### src/hdl/lcfp_pkg.sv
// lcfp_pkg: shared types and constants for the led command frame parser
// no dependencies; imported by every module of the block
`default_nettype none

package lcfp_pkg;

  localparam int FRAME_LEN   = 6;
  localparam int QUEUE_DEPTH = 4;

  localparam logic [7:0] HDR_FIRST      = 8'h55;
  localparam logic [7:0] HDR_SECOND     = 8'hAA;
  localparam logic [7:0] FUNC_LED_WRITE = 8'h06;

  localparam logic OP_BYTE = 1'b0;
  localparam logic OP_IDLE = 1'b1;

  localparam logic [2:0] ST_LED_WRITE = 3'd0;
  localparam logic [2:0] ST_BAD_LEN   = 3'd1;
  localparam logic [2:0] ST_BAD_HDR   = 3'd2;
  localparam logic [2:0] ST_BAD_SUM   = 3'd3;
  localparam logic [2:0] ST_OTHER     = 3'd4;

  typedef struct packed {
    logic [2:0] status;
    logic [7:0] func_code;
    logic [7:0] led_index;
    logic       led_on;
  } result_t;

  localparam int RESULT_W = $bits(result_t);

endpackage

`default_nettype wire

### src/hdl/lcfp_front.sv
// lcfp_front: accepts receive events, fills the frame store, classifies a frame on idle
// depends on lcfp_pkg; pushes one result into lcfp_queue per idle event
`default_nettype none

module lcfp_front (
  input  wire logic             clk,
  input  wire logic             rst,
  input  wire logic             in_valid,
  output logic                  in_ready,
  input  wire logic             op,
  input  wire logic [7:0]       rx_byte,
  input  wire logic             queue_full,
  output logic                  push,
  output lcfp_pkg::result_t     push_data
);
  import lcfp_pkg::*;

  logic [2:0] byte_count;
  logic [7:0] frame_store [FRAME_LEN];
  logic       accept;
  logic [7:0] sum;
  result_t    res;

  assign in_ready = !queue_full;
  assign accept   = in_valid && in_ready;

  always_ff @(posedge clk) begin
    if (rst) begin
      byte_count <= '0;
    end else if (accept) begin
      if (op == OP_IDLE) begin
        byte_count <= '0;
      end else if (byte_count < 3'(FRAME_LEN)) begin
        byte_count <= byte_count + 3'd1;
      end
    end
  end

  always_ff @(posedge clk) begin
    if (accept && op == OP_BYTE && byte_count < 3'(FRAME_LEN)) begin
      frame_store[byte_count] <= rx_byte;
    end
  end

  assign sum = frame_store[0] ^ frame_store[1] ^ frame_store[2]
             ^ frame_store[3] ^ frame_store[4];

  always_comb begin
    res = '0;
    if (byte_count != 3'(FRAME_LEN)) begin
      res.status = ST_BAD_LEN;
    end else if (frame_store[0] != HDR_FIRST || frame_store[1] != HDR_SECOND) begin
      res.status = ST_BAD_HDR;
    end else if (sum != frame_store[5]) begin
      res.status = ST_BAD_SUM;
    end else if (frame_store[2] != FUNC_LED_WRITE) begin
      res.status    = ST_OTHER;
      res.func_code = frame_store[2];
    end else begin
      res.status    = ST_LED_WRITE;
      res.func_code = frame_store[2];
      res.led_index = frame_store[3];
      res.led_on    = (frame_store[4] != 8'd0);
    end
  end

  assign push      = accept && op == OP_IDLE;
  assign push_data = res;

endmodule

`default_nettype wire

### src/hdl/lcfp_queue.sv
// lcfp_queue: short result queue between the front and back parts
// depends on lcfp_pkg for the result type
`default_nettype none

module lcfp_queue #(
  parameter int DEPTH = lcfp_pkg::QUEUE_DEPTH
) (
  input  wire logic             clk,
  input  wire logic             rst,
  input  wire logic             push,
  input  wire lcfp_pkg::result_t push_data,
  output logic                  full,
  input  wire logic             pop,
  output logic                  not_empty,
  output lcfp_pkg::result_t     pop_data
);
  import lcfp_pkg::*;

  localparam int AW = (DEPTH > 1) ? $clog2(DEPTH) : 1;
  localparam int CW = $clog2(DEPTH + 1);

  result_t       mem [DEPTH];
  logic [AW-1:0] wr_ptr;
  logic [AW-1:0] rd_ptr;
  logic [CW-1:0] fill;
  logic          do_push;
  logic          do_pop;

  assign full      = (fill == CW'(DEPTH));
  assign not_empty = (fill != '0);
  assign do_push   = push && !full;
  assign do_pop    = pop && not_empty;
  assign pop_data  = mem[rd_ptr];

  always_ff @(posedge clk) begin
    if (do_push) begin
      mem[wr_ptr] <= push_data;
    end
  end

  always_ff @(posedge clk) begin
    if (rst) begin
      wr_ptr <= '0;
      rd_ptr <= '0;
      fill   <= '0;
    end else begin
      if (do_push) begin
        wr_ptr <= (wr_ptr == AW'(DEPTH - 1)) ? '0 : wr_ptr + AW'(1);
      end
      if (do_pop) begin
        rd_ptr <= (rd_ptr == AW'(DEPTH - 1)) ? '0 : rd_ptr + AW'(1);
      end
      if (do_push && !do_pop) begin
        fill <= fill + CW'(1);
      end else if (do_pop && !do_push) begin
        fill <= fill - CW'(1);
      end
    end
  end

endmodule

`default_nettype wire

### src/hdl/lcfp_back.sv
// lcfp_back: output register that drives result transactions from the queue
// depends on lcfp_pkg for the result type
`default_nettype none

module lcfp_back (
  input  wire logic              clk,
  input  wire logic              rst,
  input  wire logic              queue_not_empty,
  input  wire lcfp_pkg::result_t queue_data,
  output logic                   pop,
  output logic                   out_valid,
  input  wire logic              out_ready,
  output lcfp_pkg::result_t      out_data
);
  import lcfp_pkg::*;

  assign pop = queue_not_empty && (!out_valid || out_ready);

  always_ff @(posedge clk) begin
    if (rst) begin
      out_valid <= 1'b0;
    end else if (pop) begin
      out_valid <= 1'b1;
    end else if (out_ready) begin
      out_valid <= 1'b0;
    end
  end

  always_ff @(posedge clk) begin
    if (pop) begin
      out_data <= queue_data;
    end
  end

endmodule

`default_nettype wire

### src/hdl/led_command_frame_parser_top.sv
// led_command_frame_parser_top: idle-delimited command frame parser with xor checksum
// depends on lcfp_pkg, lcfp_front, lcfp_queue, lcfp_back
//
// channel   dir  handshake                    payload
// s_axis    in   s_axis_tvalid/s_axis_tready  tdata rx_byte, tuser op
// m_axis    out  m_axis_tvalid/m_axis_tready  tdata func_code/led_index/led_on,
//                                             tuser status
//
// one transaction per cycle on the input; a byte event is absorbed in the cycle it is taken
// an idle event's result is stored in the queue and then registered in the output reg
// input stalls only when the result queue is full; bytes stall too in that case
// sync reset clears the byte count, queue pointers and output valid; store is not cleared
`default_nettype none

module led_command_frame_parser_top #(
  parameter int QUEUE_DEPTH = lcfp_pkg::QUEUE_DEPTH
) (
  input  wire logic        clk,
  input  wire logic        rst,
  input  wire logic        s_axis_tvalid,
  output logic             s_axis_tready,
  input  wire logic [7:0]  s_axis_tdata,   // [7:0] rx_byte
  input  wire logic        s_axis_tuser,   // [0] op
  output logic             m_axis_tvalid,
  input  wire logic        m_axis_tready,
  output logic [23:0]      m_axis_tdata,   // [7:0] func_code, [15:8] led_index,
                                           // [16] led_on, [23:17] zero
  output logic [2:0]       m_axis_tuser    // [2:0] status
);
  import lcfp_pkg::*;

  logic    queue_full;
  logic    push;
  result_t push_data;
  logic    pop;
  logic    queue_not_empty;
  result_t queue_data;
  result_t out_data;

  lcfp_front u_front (
    .clk        (clk),
    .rst        (rst),
    .in_valid   (s_axis_tvalid),
    .in_ready   (s_axis_tready),
    .op         (s_axis_tuser),
    .rx_byte    (s_axis_tdata),
    .queue_full (queue_full),
    .push       (push),
    .push_data  (push_data)
  );

  lcfp_queue #(
    .DEPTH (QUEUE_DEPTH)
  ) u_queue (
    .clk       (clk),
    .rst       (rst),
    .push      (push),
    .push_data (push_data),
    .full      (queue_full),
    .pop       (pop),
    .not_empty (queue_not_empty),
    .pop_data  (queue_data)
  );

  lcfp_back u_back (
    .clk             (clk),
    .rst             (rst),
    .queue_not_empty (queue_not_empty),
    .queue_data      (queue_data),
    .pop             (pop),
    .out_valid       (m_axis_tvalid),
    .out_ready       (m_axis_tready),
    .out_data        (out_data)
  );

  assign m_axis_tdata = {7'd0, out_data.led_on, out_data.led_index, out_data.func_code};
  assign m_axis_tuser = out_data.status;

endmodule

`default_nettype wire

### config.mk
export PLATFORM = sky130hd
export DESIGN_NAME = led_command_frame_parser_top
export DESIGN_NICKNAME = d
export VERILOG_FILES = /design/src/hdl/lcfp_pkg.sv /design/src/hdl/lcfp_front.sv /design/src/hdl/lcfp_queue.sv /design/src/hdl/lcfp_back.sv /design/src/hdl/led_command_frame_parser_top.sv
export SDC_FILE = /design/constraint.sdc
export NUM_CORES = 1
export LEC_CHECK = 0
export BUFFER_PORTS_ARGS = -buffer_cell sky130_fd_sc_hd__buf_4
export CAP_MARGIN = 5
export CORE_MARGIN = 2
export CORE_UTILIZATION = 30
export DETAILED_ROUTE_END_ITERATION = 12
export PLACE_DENSITY = 0.49
export RECOVER_POWER = 100
export SLEW_MARGIN = 15
export SYNTH_ARGS = -nofsm -noshare
export SYNTH_HDL_FRONTEND = slang
export SYNTH_SLANG_ARGS = --single-unit
export TNS_END_PERCENT = 1
### constraint.sdc
create_clock -name clk -period 2.9 [get_ports clk]
set_input_delay 0 -clock clk [delete_from_list [all_inputs] [get_ports clk]]
set_output_delay 0 -clock clk [all_outputs]
set_load 0.1 [all_outputs]
== Word level (Yosys, flattened, before mapping) ==
Memories as Yosys holds them, arrays and structs flattened. A register that Yosys moved wholly into a read port is not among the register bits.
Cells that the tools add are included.

* Word-level logic and storage cells: 67
* Bits in registers: 11
* Output and inout port bits: 29
* Input port bits: 13
* Memories kept: 2
* Bits in writable memories: 128

{| class="wikitable"
|+ Memories
! memory !! depth !! bits a word !! read ports !! clocked after Yosys merged registers in !! wr ports !! line !! text
|-
| u_queue.mem || 4 || 20 || 1 || 1 || 1 || lcfp_queue.sv:22 || <nowiki>result_t mem [DEPTH];</nowiki>
|-
| u_front.frame_store || 6 || 8 || 6 || 0 || 1 || lcfp_front.sv:19 || <nowiki>logic [7:0] frame_store [FRAME_LEN];</nowiki>
|}

* Equal/unequal tests: 8
* $add $sub $neg: 5
* Reduce and logical (&&, ||, !) cells: 21
* Order comparisons: 1
* Bitwise operators: 5
* Mux-type cells: 20

{| class="wikitable"
|+ Operators with widths
! cell !! count
|-
| 2-to-1 mux 17 bit || 3
|-
| bitwise XOR 8 bit || 4
|-
| 2-to-1 mux 3 bit || 7
|-
| 2-to-1 mux 11 bit || 1
|-
| logical AND 1 bit || 9
|-
| 2-to-1 mux 9 bit || 1
|-
| inequality test 8 x 3 -> 1 bit (second input constant) || 1
|-
| inequality test 8 x 7 -> 1 bit (second input constant) || 1
|-
| inequality test 8 bit || 1
|-
| inequality test 8 bit (second input constant) || 1
|-
| nonzero test 8 bit || 1
|-
| adder 3 x 1 -> 3 bit (second input constant) || 2
|-
| 2-to-1 mux 1 bit || 6
|-
| nonzero test 2 bit || 3
|-
| adder 2 x 1 -> 2 bit (second input constant) || 2
|-
| == test 2 bit (second input constant) || 2
|-
| logical NOT 1 bit || 4
|-
| 2-to-1 mux 2 bit || 2
|-
| == test 3 bit (second input constant) || 1
|-
| less-than comparator 3 bit (second input constant) || 1
|-
| inequality test 3 bit (second input constant) || 1
|-
| nonzero test 3 bit || 1
|-
| subtractor 3 x 1 -> 3 bit (second input constant) || 1
|-
| logical OR 1 bit || 2
|-
| other kinds (2) || 2
|}

== Depth between registers and ports, before layout ==
Gate-level depths: netlist of run 1.

* Depth in word-level cells: 9
* Gate-level depth with buffers: 11
* Gate-level depth less buffers: 10

== Hierarchy ==
Synthesis of run 1 repeated with hierarchy kept, for this count alone.

* Cell total of the unflattened synthesis: 361
* Area, all modules: 6448.7 um^2

{| class="wikitable"
|+ By module, submodules not included
! module !! instances !! cells each !! sequential area each (um^2) !! area each (um^2)
|-
| lcfp_queue || 1 || 154 || 2582.5 || 3368.2
|-
| lcfp_front || 1 || 174 || 1501.4 || 2368.5
|-
| lcfp_back || 1 || 25 || 620.6 || 655.6
|-
| led_command_frame_parser_top || 1 || 8 || 0.0 || 56.3
|}

== Worst setup path after synthesis of run 1 ==
Ideal clock, no wire load.

* Path type: register -> register
* Start point: reg u_back.out_valid
* End point: reg u_queue.fill[2]
* Period minus slack after synthesis: 3.180 ns
* Path buffers: 0
* Path slack: -0.280 ns
* Setup time: 0.071 ns
* Data required time: 2.829 ns
* Arrival time: 3.110 ns
* Cell stages (with the launch flop): 9
* Path through: dfxtp_1 -> a21oi_1 -> inv_1 -> ha_1 -> inv_1 -> fa_1 -> xor2_1 -> or3_1 -> a21oi_1

* Longest elaborated chain between the ends: 7
* Elaborated cells between the ends (all ways): 9
* Classes of those cells: mux: 1; reduce/logical: 8

{| class="wikitable"
|+ RTL lines
! what !! line !! text
|-
| start, declared || lcfp_back.sv:11 || <nowiki>output logic out_valid,</nowiki>
|-
| start signal, assigned || lcfp_back.sv:21 || <nowiki>out_valid <= 1'b0;</nowiki>
|-
| start signal, assigned || lcfp_back.sv:23 || <nowiki>out_valid <= 1'b1;</nowiki>
|-
| start signal, assigned || lcfp_back.sv:25 || <nowiki>out_valid <= 1'b0;</nowiki>
|-
| logical NOT 1 bit * || lcfp_back.sv:17 || <nowiki>assign pop = queue_not_empty && (!out_valid || out_ready);</nowiki>
|-
| logical OR 1 bit * || lcfp_back.sv:17 ||
|-
| logical AND 1 bit * || lcfp_back.sv:17 ||
|-
| net pop || led_command_frame_parser_top.sv:35 || <nowiki>logic pop;</nowiki>
|-
| logical AND 1 bit * || lcfp_queue.sv:32 || <nowiki>assign do_pop = pop && not_empty;</nowiki>
|-
| logical NOT 1 bit || lcfp_queue.sv:53 || <nowiki>if (do_push && !do_pop) begin</nowiki>
|-
| logical AND 1 bit || lcfp_queue.sv:53 ||
|-
| 2-to-1 mux 3 bit or nonzero test 2 bit (tied branches) || - ||
|-
| end signal, assigned || lcfp_queue.sv:54 || <nowiki>fill <= fill + CW'(1);</nowiki>
|-
| end signal, assigned || lcfp_queue.sv:56 || <nowiki>fill <= fill - CW'(1);</nowiki>
|-
| end, declared || lcfp_queue.sv:25 || <nowiki>logic [CW-1:0] fill;</nowiki>
|}

Mark *: on every way through the listed nets, which the timed path passes. The rest lies on a longest branch.
A chain may end at the register's enable or synchronous reset.

==> impl_metrics.py, run 1 <==
metrics = {
    "power": {
        "sw_frac_of_total_pct": 36.24,
        "leakage_nw": 2.365,
        "p_comb_share_pct": 28.7,
        "vdd_drop_max_mv": 0.3517,
        "power_switching_mw": 2.594,
        "design_power_total_mw": 7.158,
        "seq_power_share_pct": 40.7,
        "power_per_cell_area_nw_per_um2": 946.1,
        "p_int_mw": 4.564,
        "clkPwrFrac_pct": 30.6,
    },
    "die": {
        "die_h_um": 150.1,
        "ioPinCount": 42,
        "die_w_um": 150.1,
        "design.core.area_um2": 20960,
        "initial_utilization_pct": 30.55,
        "row_count": 53,
        "die_area_um2": 22530,
    },
    "timing": {
        "final-max-slew-violation-count": 0,
        "worst_hold_slack_ns": 0.1147,
        "fmax_ghz": 0.3848,
        "fin_crit_sh_pct": 89.61,
        "period_minus_slack_ns": 2.599,
        "finalHoldViolations": 0,
        "fin_ws_ns": 0.3014,
        "setup_viol": 0,
        "fin_skew_ns": 0.007980,
        "rsz0062_at_grt": "false",
        "max_slew_margin_pct": 16.54,
        "tns_ns": 0,
        "worst_pin_slew_ns": 1.252,
    },
    "detailed_routing": {
        "routedWlPerCell_um": 16.13,
        "drt_pass1_iterations": 4,
        "vias_per_cell": 4.429,
        "drtIter0Drc": 205,
        "routed_wl_mm": 11.44,
        "drcViolationCount": 0,
        "antenna_left": 0,
        "vias": 3140,
    },
    "layout": {
        "fillerInstances": 2008,
        "drive_gt1_share_pct": 16.59,
        "diodes": 0,
        "syn_to_final_growth_pct": 18.17,
        "regArea_um2": 4664,
        "nets": 443,
        "multi_input_area_um2": 1580,
    },
    "clock_network": {
        "clockBufferDepth": 2,
        "post_cts_resized": 0,
        "root_buffer": "clkbuf_16",
        "htreeDepth": 4,
        "clock_latency_ns": 0.42,
        "cts_tree": "built",
        "numCtsBuffers": 17,
        "clkTransAtPathRegs_ns": 0.06,
        "cts_num_sinks": 159,
    },
    "global_routing": {
        "antenna_found_initial": 0,
        "grt_overflow_total": 0,
        "grt_max_degree": 24,
        "grtUsageTotal_pct": 10.97,
        "grt_pass1_vias": 3326,
        "grt_pass1_wl_mm": 18.00,
    },
    "placement": {
        "pre_cts_slack_ns": 0.3953,
        "place_hpwl_mm": 7.495,
        "io_buffers": 34,
        "gp_congestion": 0.7218,
    },
    "logic_synthesis": {
        "synth_top_area_share_pct": 69.42,
        "yosys-top-cells-count": "edfxtp_1 (148), xnor2_1 (27), mux4_2 (20), nor2_1 (16), nand2_1 (15)",
        "synth_seq_cells": 159,
        "ys_types": 40,
        "synth_edf_count": 148,
        "yosysMostFrequentCell": "edfxtp_1",
        "synth_area_leaders": "edfxtp_1 (69%), mux4_2 (7.0%), xnor2_1 (3.7%)",
        "yosysSeqAreaShare_pct": 72.86,
        "async_flop_share_pct": 0,
        "synth_warnings": 0,
        "yosysTopAreaCell": "edfxtp_1",
        "avgSynthCellArea_um2": 18.03,
        "ys.flop_type": "edfxtp_1",
        "netlist_instances": 355,
        "synth_area_um2": 6402,
    },
    "critical_path": {
        "path_max_fanout": 19,
        "worst_ep_required_time_ns": 3.04,
        "reg2reg_slack_ns": 0.30,
        "critPathCaptureType": "flip-flop",
        "crit_type": "flip-flop to flip-flop",
        "cp.arrival_ns": 2.74,
        "crit_path_start_kind": "flip-flop",
    },
    "job": {
        "maxCapViolations": 0,
    },
    "worst_hold_path": {
        "min_path_type": "primary input to flip-flop",
    },
    "run_status": {
        "status": "completed",
    },
}
power by group through the flow:
stage	combinational, mW	sequential [mW]	clock, mW
2_1_floorplan	0.699	4.03	0
3_3_place_gp	2.21	2.95	0
3_5_place_dp	2.22	2.96	0
4_1_cts	2.24	2.91	2.25
5_1_grt	2.17	2.94	2.34
6_report	2.05	2.91	2.19
sequential cells by signal, indices dropped and copies added (netlist names):
name,count
u_queue.wr_ptr,2
u_queue.rd_ptr,2
u_front.frame_store,48
u_queue.fill,3
u_back.out_valid,1
u_front.byte_count,3
u_back.out_data,20
u_queue.mem,80
cell families (layout without fill, tap and decap cells):
kind of cell	after synthesis	count (layout)	synth area share [%]
and+or+nand+nor	79	79	7.407
xor gates and xnor gates	36	36	6.332
AOI/OAI and AO/OA	18	18	1.740
buffers and inverters	31	104	2.384
muxes	22	22	7.348
adders and majority gates	9	9	1.876
other	1	7	0.05857
DFF	159	159	72.86
final timing paths:
path | to | from | cells past startpoint
min reg2reg | u_back.out_valid | u_back.out_valid | 2
max reg2reg | u_queue.mem[1][5] | u_front.frame_store[0][1] | 6
min | u_front.byte_count[2] | s_axis_tvalid | 3
max | u_queue.mem[1][5] | u_front.frame_store[0][1] | 6
worst max-delay path, cell delays in order, from the launching register on:
cell      delay, ns
edfxtp_1       0.41
xnor2_1        0.20
xnor3_1        0.42
nor4_1         0.29
nand4_1        0.17
buf_4          0.24
nor4_1         0.57
area by class of cell:
type,count,area share (%)
clock buffers,24,7.078
clock inverters,8,0.8269
inverters,10,0.4961
multi-input cells,171,20.89
flip-flops and latches,159,61.65
well taps,275,4.548
repair buffers,62,4.515
layout by cell type, fill, tap and decap left out, drive strengths merged, types with 7 or more instances in the layout:
cell type and instances:
edfxtp 148, clkbuf 66, xnor2 28, mux4 20, nor4 18, nor2 16
nand2 15, inv 15, dlygate4sd3 11, dfxtp 11, nand3 10, buf 9
ha 8, a21oi 8, conb 7
layer usage:
layer / up-vias / GRT usage [%] / routed length, um
met2: 57 / 17.63 / 5461
met4: 0 / 4.953 / 202
li1: 1494 / - / -
met1: 1570 / 13.77 / 5329
met3: 19 / 3.140 / 442
met5: - / 0 / 0
stage by stage:
step	cell area [um^2]	util, %	std cells
after global routing	7566	36.11	709
final	7566	36.11	709
after global placement	7041	33.60	666
after detailed placement	7041	33.60	666
after floorplan	6429	-	361
after CTS	7749	36.98	709
what timing repair did:
action,CTS,global route
endpoints found under the hold margin,59,0
hold buffers,11,0
buffers inserted,0,0
setup endpoints to repair,0,0
(Power assumes the default switching activity.)
==> run 2: changes to the inputs <==
--- a/config.mk
+++ b/config.mk
@@ -10,7 +10,7 @@
 export CORE_MARGIN = 2
 export CORE_UTILIZATION = 30
 export DETAILED_ROUTE_END_ITERATION = 12
-export PLACE_DENSITY = 0.49
+export PLACE_DENSITY = 0.47
 export RECOVER_POWER = 100
 export SLEW_MARGIN = 15
 export SYNTH_ARGS = -nofsm -noshare
==> constraint.sdc (replaced) <==
create_clock -name clk -period 2.5 [get_ports clk]
set_input_delay 0 -clock clk [delete_from_list [all_inputs] [get_ports clk]]
set_output_delay 0 -clock clk [all_outputs]
set_load 0.1 [all_outputs]
==> impl_metrics.py, run 2 (synthesis gave the netlist of run 1 again) <==
metrics = {
    "global_routing": {
        "grt_pass1_vias": 3206,
        "grt_max_degree": 24,
        "grt_pass1_wl_mm": 18.11,
        "grt_overflow_total": 0,
        "grtUsageTotal_pct": 11.14,
        "antenna_found_initial": 0,
    },
    "clock_network": {
        "numCtsBuffers": 17,
        "post_cts.repair.setup_buffers": 0,
        "htreeDepth": 4,
        "clockBufferDepth": 2,
        "clock_latency_ns": 0.42,
        "cts_num_sinks": 159,
        "clkTransAtPathRegs_ns": 0.06,
        "root_buffer": "clkbuf_16",
        "cts_tree": "built",
    },
    "critical_path": {
        "crit_type": "flip-flop to flip-flop",
        "cp.arrival_ns": 2.72,
        "critPathCaptureType": "flip-flop",
        "worst_ep_required_time_ns": 2.79,
        "worstSetupStartpoint": "u_front.frame_store[0][5]",
        "reg2reg_depth": 7,
        "path_max_fanout": 20,
        "crit_path_start_kind": "flip-flop",
        "rr_startpoint": "u_front.frame_store[0][5]",
    },
    "power": {
        "power_per_cell_area_nw_per_um2": 1086,
        "leakage_nw": 2.397,
        "design_power_total_mw": 8.270,
        "vdd_drop_max_mv": 0.4658,
    },
    "die": {
        "ioPinCount": 42,
        "die_h_um": 150.1,
        "initial_utilization_pct": 30.55,
        "die_w_um": 150.1,
        "die_area_um2": 22530,
        "design.core.area_um2": 20960,
        "row_count": 53,
    },
    "run_status": {
        "status": "completed",
    },
    "timing": {
        "period_minus_slack_ns": 2.432,
        "rsz0062_at_grt": "true",
        "fin_skew_ns": 0.008911,
        "fin_crit_sh_pct": 97.27,
        "setup_viol": 0,
        "fmax_ghz": 0.4112,
        "finalHoldViolations": 0,
        "final-max-slew-violation-count": 0,
        "worst_pin_slew_ns": 1.238,
        "max_slew_margin_pct": 17.44,
        "tns_ns": 0,
    },
    "detailed_routing": {
        "vias_per_cell": 4.434,
        "drtIter0Drc": 158,
        "routedWlPerCell_um": 16.46,
        "vias": 3144,
        "drcViolationCount": 0,
        "routed_wl_mm": 11.67,
        "antenna_left": 0,
        "drt_pass1_iterations": 6,
    },
    "layout": {
        "top_register": "u_queue.mem",
        "diodes": 0,
        "layout_commonest_cell": "edfxtp_1",
        "drive_gt1_share_pct": 18.20,
        "nets": 443,
        "largest_register_ffs": 80,
        "reg_top3": "u_queue.mem (80), u_front.frame_store (48), u_back.out_data (20)",
        "syn_to_final_growth_pct": 18.94,
        "final_cells": 709,
        "layout_common_cells": "edfxtp_1 (148), clkbuf_1 (39), xnor2_1 (27), mux4_2 (20), clkbuf_16 (20)",
    },
    "worst_hold_path": {
        "min_path_type": "primary input to flip-flop",
        "min_from": "m_axis_tready",
        "whs_path_depth": 6,
    },
    "placement": {
        "io_buffers": 34,
        "place_hpwl_mm": 7.694,
        "dp.cells": 665,
        "gp_congestion": 0.7210,
    },
    "job": {
        "maxCapViolations": 0,
    },
}
-- run 2: cell count changes in the layout (fill, tap and decap cells not counted), sizes merged --
cell / delta
clkbuf: -1
inv: -2
dlygate4sd3: +1
buf: -1
clkinv: +3
-- run 2: metal layers --
metal	track usage, %	up-vias	wire [um]
li1	-	1500	-
met1	14.47	1570	5545
met2	17.65	65	5554
met3	3.659	9	445
met4	3.679	0	121
met5	0	-	0
-- run 2: where the power goes --
part           switching, mW  leakage, nW  internal [mW]
clock                   1.01        0.290           1.48
sequential             0.106         1.38           3.28
combinational           1.88        0.725          0.515
-- run 2: per-stage QoR --
| step | util (%) | setup WS [ns] | instance area, um^2 | hold WS (ns) |
|---|---|---|---|---|
| global placement | 33.62 | 0.1060 | 7046 | 0.2340 |
| CTS | 37.00 | 0.09026 | 7754 | 0.08158 |
| global route | 36.34 | -0.09085 | 7615 | 0.1115 |
| detailed placement | 33.62 | 0.1052 | 7046 | 0.2415 |
| floorplan | - | 0.03508 | 6451 | 0.07276 |
| finish | 36.34 | 0.06813 | 7615 | 0.09428 |
-- run 2: repair_timing --
item | 4_1_cts | 5_1_grt
hold buffers | 12 | 0
resized for setup | 0 | 2
setup endpoints to repair | 0 | 36
hold endpoints to repair | 59 | 0
-- run 2: layout make-up --
type | count | area [um^2]
Sequential cell | 159 | 4667
Inverter | 10 | 37.54
Multi-Input combinational cell | 171 | 1634
Clock buffer | 23 | 521.8
Timing Repair Buffer | 62 | 344.1
Tap cell | 275 | 344.1
Fill cell | 2024 | 13340
Clock inverter | 9 | 66.31
-- run 2: worst paths after layout --
check	endpoint	slack [ns]
max	u_queue.mem[1][0]	0.07
max reg2reg	u_queue.mem[1][0]	0.07
min reg2reg	u_queue.wr_ptr[1]	0.51
min	u_queue.rd_ptr[0]	0.09
-- run 2: worst max-delay path, stage by stage, from the launching register on --
cell      delay [ns]
edfxtp_1        0.40
xnor2_1         0.25
xnor3_1         0.42
nor4_1          0.29
nand4_1         0.12
buf_4           0.25
nor3_1          0.37
buf_4           0.20
==> run 3: changes to the inputs <==
--- a/config.mk
+++ b/config.mk
@@ -5,12 +5,12 @@
 export SDC_FILE = /design/constraint.sdc
 export NUM_CORES = 1
 export LEC_CHECK = 0
-export BUFFER_PORTS_ARGS = -buffer_cell sky130_fd_sc_hd__buf_4
 export CAP_MARGIN = 5
 export CORE_MARGIN = 2
 export CORE_UTILIZATION = 30
 export DETAILED_ROUTE_END_ITERATION = 12
-export PLACE_DENSITY = 0.47
+export DONT_BUFFER_PORTS = 1
+export PLACE_DENSITY = 0.46
 export RECOVER_POWER = 100
 export SLEW_MARGIN = 15
 export SYNTH_ARGS = -nofsm -noshare
==> impl_metrics.py, run 3 (synthesis gave the netlist of run 1 again) <==
metrics = {
    "critical_path": {
        "path_max_fanout": 20,
        "cp_slowest_cell": "nor4_2",
        "cp.arrival_ns": 2.59,
        "worst_ep_required_time_ns": 2.68,
        "worstPathCellList": "xnor2_1, xnor3_1, nor4_1, nand4_1, buf_4, nor4_2",
        "critPathCaptureType": "flip-flop",
        "reg2reg_slack_ns": 0.08,
        "cpPeakStageDelay_ns": 0.44,
        "rr_startpoint": "u_front.frame_store[0][5]",
        "crit_family": "simple AND/OR/NAND/NOR gates",
        "crit_type": "flip-flop to flip-flop",
        "r2r-end": "u_queue.mem[1][6]",
        "crit_path_start_kind": "flip-flop",
        "reg2reg_depth": 6,
        "path_buf_inv": 1,
    },
    "timing": {
        "rsz0062_at_grt": "true",
        "tns_ns": 0,
        "finalHoldViolations": 0,
        "final-max-slew-violation-count": 0,
        "fin_crit_sh_pct": 96.65,
        "period_minus_slack_ns": 2.416,
        "max_slew_margin_pct": 16.35,
        "setup_viol": 0,
        "worst_pin_slew_ns": 1.255,
        "fin_skew_ns": 0.01281,
        "fmax_ghz": 0.4139,
    },
    "detailed_routing": {
        "vias": 3058,
        "antenna_left": 0,
        "routed_wl_mm": 11.79,
        "routedWlPerCell_um": 17.36,
        "drt_pass1_iterations": 4,
        "drcViolationCount": 0,
        "vias_per_cell": 4.504,
        "drtIter0Drc": 183,
    },
    "worst_hold_path": {
        "min_path_type": "primary input to flip-flop",
        "whs_path_depth": 3,
        "hold_end": "u_front.byte_count[0]",
        "min_from": "s_axis_tuser",
    },
    "layout": {
        "top_register": "u_queue.mem",
        "diodes": 0,
        "largest_register_ffs": 80,
        "drive_gt1_share_pct": 18.07,
        "regArea_um2": 4666,
        "nets": 413,
        "layout_commonest_cell": "edfxtp_1",
        "fin_util_pct": 35.70,
        "multi_input_area_um2": 1614,
        "fillerInstances": 2030,
        "reg_top3": "u_queue.mem (80), u_front.frame_store (48), u_back.out_data (20)",
        "syn_to_final_growth_pct": 16.85,
        "post-route-cell-area_um2": 7481,
        "final_cells": 679,
        "layout_common_cells": "edfxtp_1 (148), xnor2_1 (27), mux4_2 (20), clkbuf_16 (19), nor2_1 (16)",
    },
    "run_status": {
        "status": "completed",
    },
    "clock_network": {
        "root_buffer": "clkbuf_16",
        "numCtsBuffers": 17,
        "htreeDepth": 4,
        "cts_tree": "built",
        "clkTransAtPathRegs_ns": 0.07,
        "clock_latency_ns": 0.43,
        "cts_num_sinks": 159,
        "clockBufferDepth": 2,
        "post_cts.repair.setup_buffers": 0,
    },
    "placement": {
        "io_buffers": 0,
        "post_dp_cell_area_um2": 6813,
        "gp_congestion": 0.7689,
        "dp.cells": 634,
        "place_hpwl_mm": 7.698,
    },
    "global_routing": {
        "grtUsageTotal_pct": 11.29,
        "grt_pass1_vias": 3213,
        "antenna_found_initial": 0,
        "grt_overflow_total": 0,
        "grt_max_degree": 23,
        "grt_pass1_wl_mm": 18.22,
    },
    "die": {
        "row_count": 53,
        "design.core.area_um2": 20960,
        "die_w_um": 150.1,
        "die_h_um": 150.1,
        "ioPinCount": 42,
        "die_area_um2": 22530,
        "initial_utilization_pct": 30.55,
    },
    "power": {
        "vdd_drop_max_mv": 0.4696,
        "power_per_cell_area_nw_per_um2": 1103,
        "leakage_nw": 2.312,
    },
    "job": {
        "maxCapViolations": 0,
    },
}
[run 3: worst reg2reg max path, cell delays in order (launching register included)]
cell	delay [ns]
edfxtp_1	0.39
xnor2_1	0.25
xnor3_1	0.43
nor4_1	0.28
nand4_1	0.13
buf_4	0.24
nor4_2	0.45
[run 3: repair_timing]
action / CTS / global route
hold buffers: 13 / 0
endpoints found under the hold margin: 59 / 0
gates resized for setup: 0 / 0
endpoints found under the setup margin: 0 / 32
[run 3: metrics by stage]
step | hold WS [ns] | worst slack (ns) | power (mW)
after floorplan | 0.07276 | 0.03508 | 5.508
after global placement | 0.06423 | 0.1932 | 5.783
after detailed placement | 0.06933 | 0.1133 | 5.809
after CTS | 0.09083 | 0.08013 | 8.419
after global routing | 0.1427 | -0.1074 | 8.585
final | 0.09618 | 0.08370 | 8.249
[run 3: how the worst max path moves through the flow]
stage	from	endpoint	cells after the start
finish	u_front.frame_store[0][5]	u_queue.mem[1][6]	6
global route	u_front.frame_store[0][5]	u_queue.mem[0][6]	6
CTS	u_front.frame_store[0][5]	u_queue.mem[0][6]	6
detailed placement	u_front.frame_store[0][5]	u_queue.mem[2][6]	6
global placement	u_front.frame_store[0][1]	u_queue.mem[0][2]	6
floorplan	u_back.out_valid	u_queue.fill[2]	8
[run 3: final cells by class]
cell class                 instances  area share (%)
multi-input combinational        171           21.58
inverter                          10          0.5018
sequential                       159           62.37
tap                              275           4.599
clock inverter                    12           1.505
timing repair buffer              32           2.910
clock buffer                      20           6.540
[run 3: where the power goes]
part / switching, mW / internal [mW] / total [mW]
combinational: 0.650 / 0.451 / 1.10
clock: 1.10 / 1.46 / 2.55
sequential: 1.31 / 3.29 / 4.60
total: 3.05 / 5.20 / 8.25
[run 3: layer usage]
layer  share of wire, %  vias up  GRT usage [%]
li1                   -     1433              -
met1                 48     1568          14.54
met2                 48       48          17.76
met3                3.1        9          3.994
met4               0.87        0          3.821
met5                  0        -              0
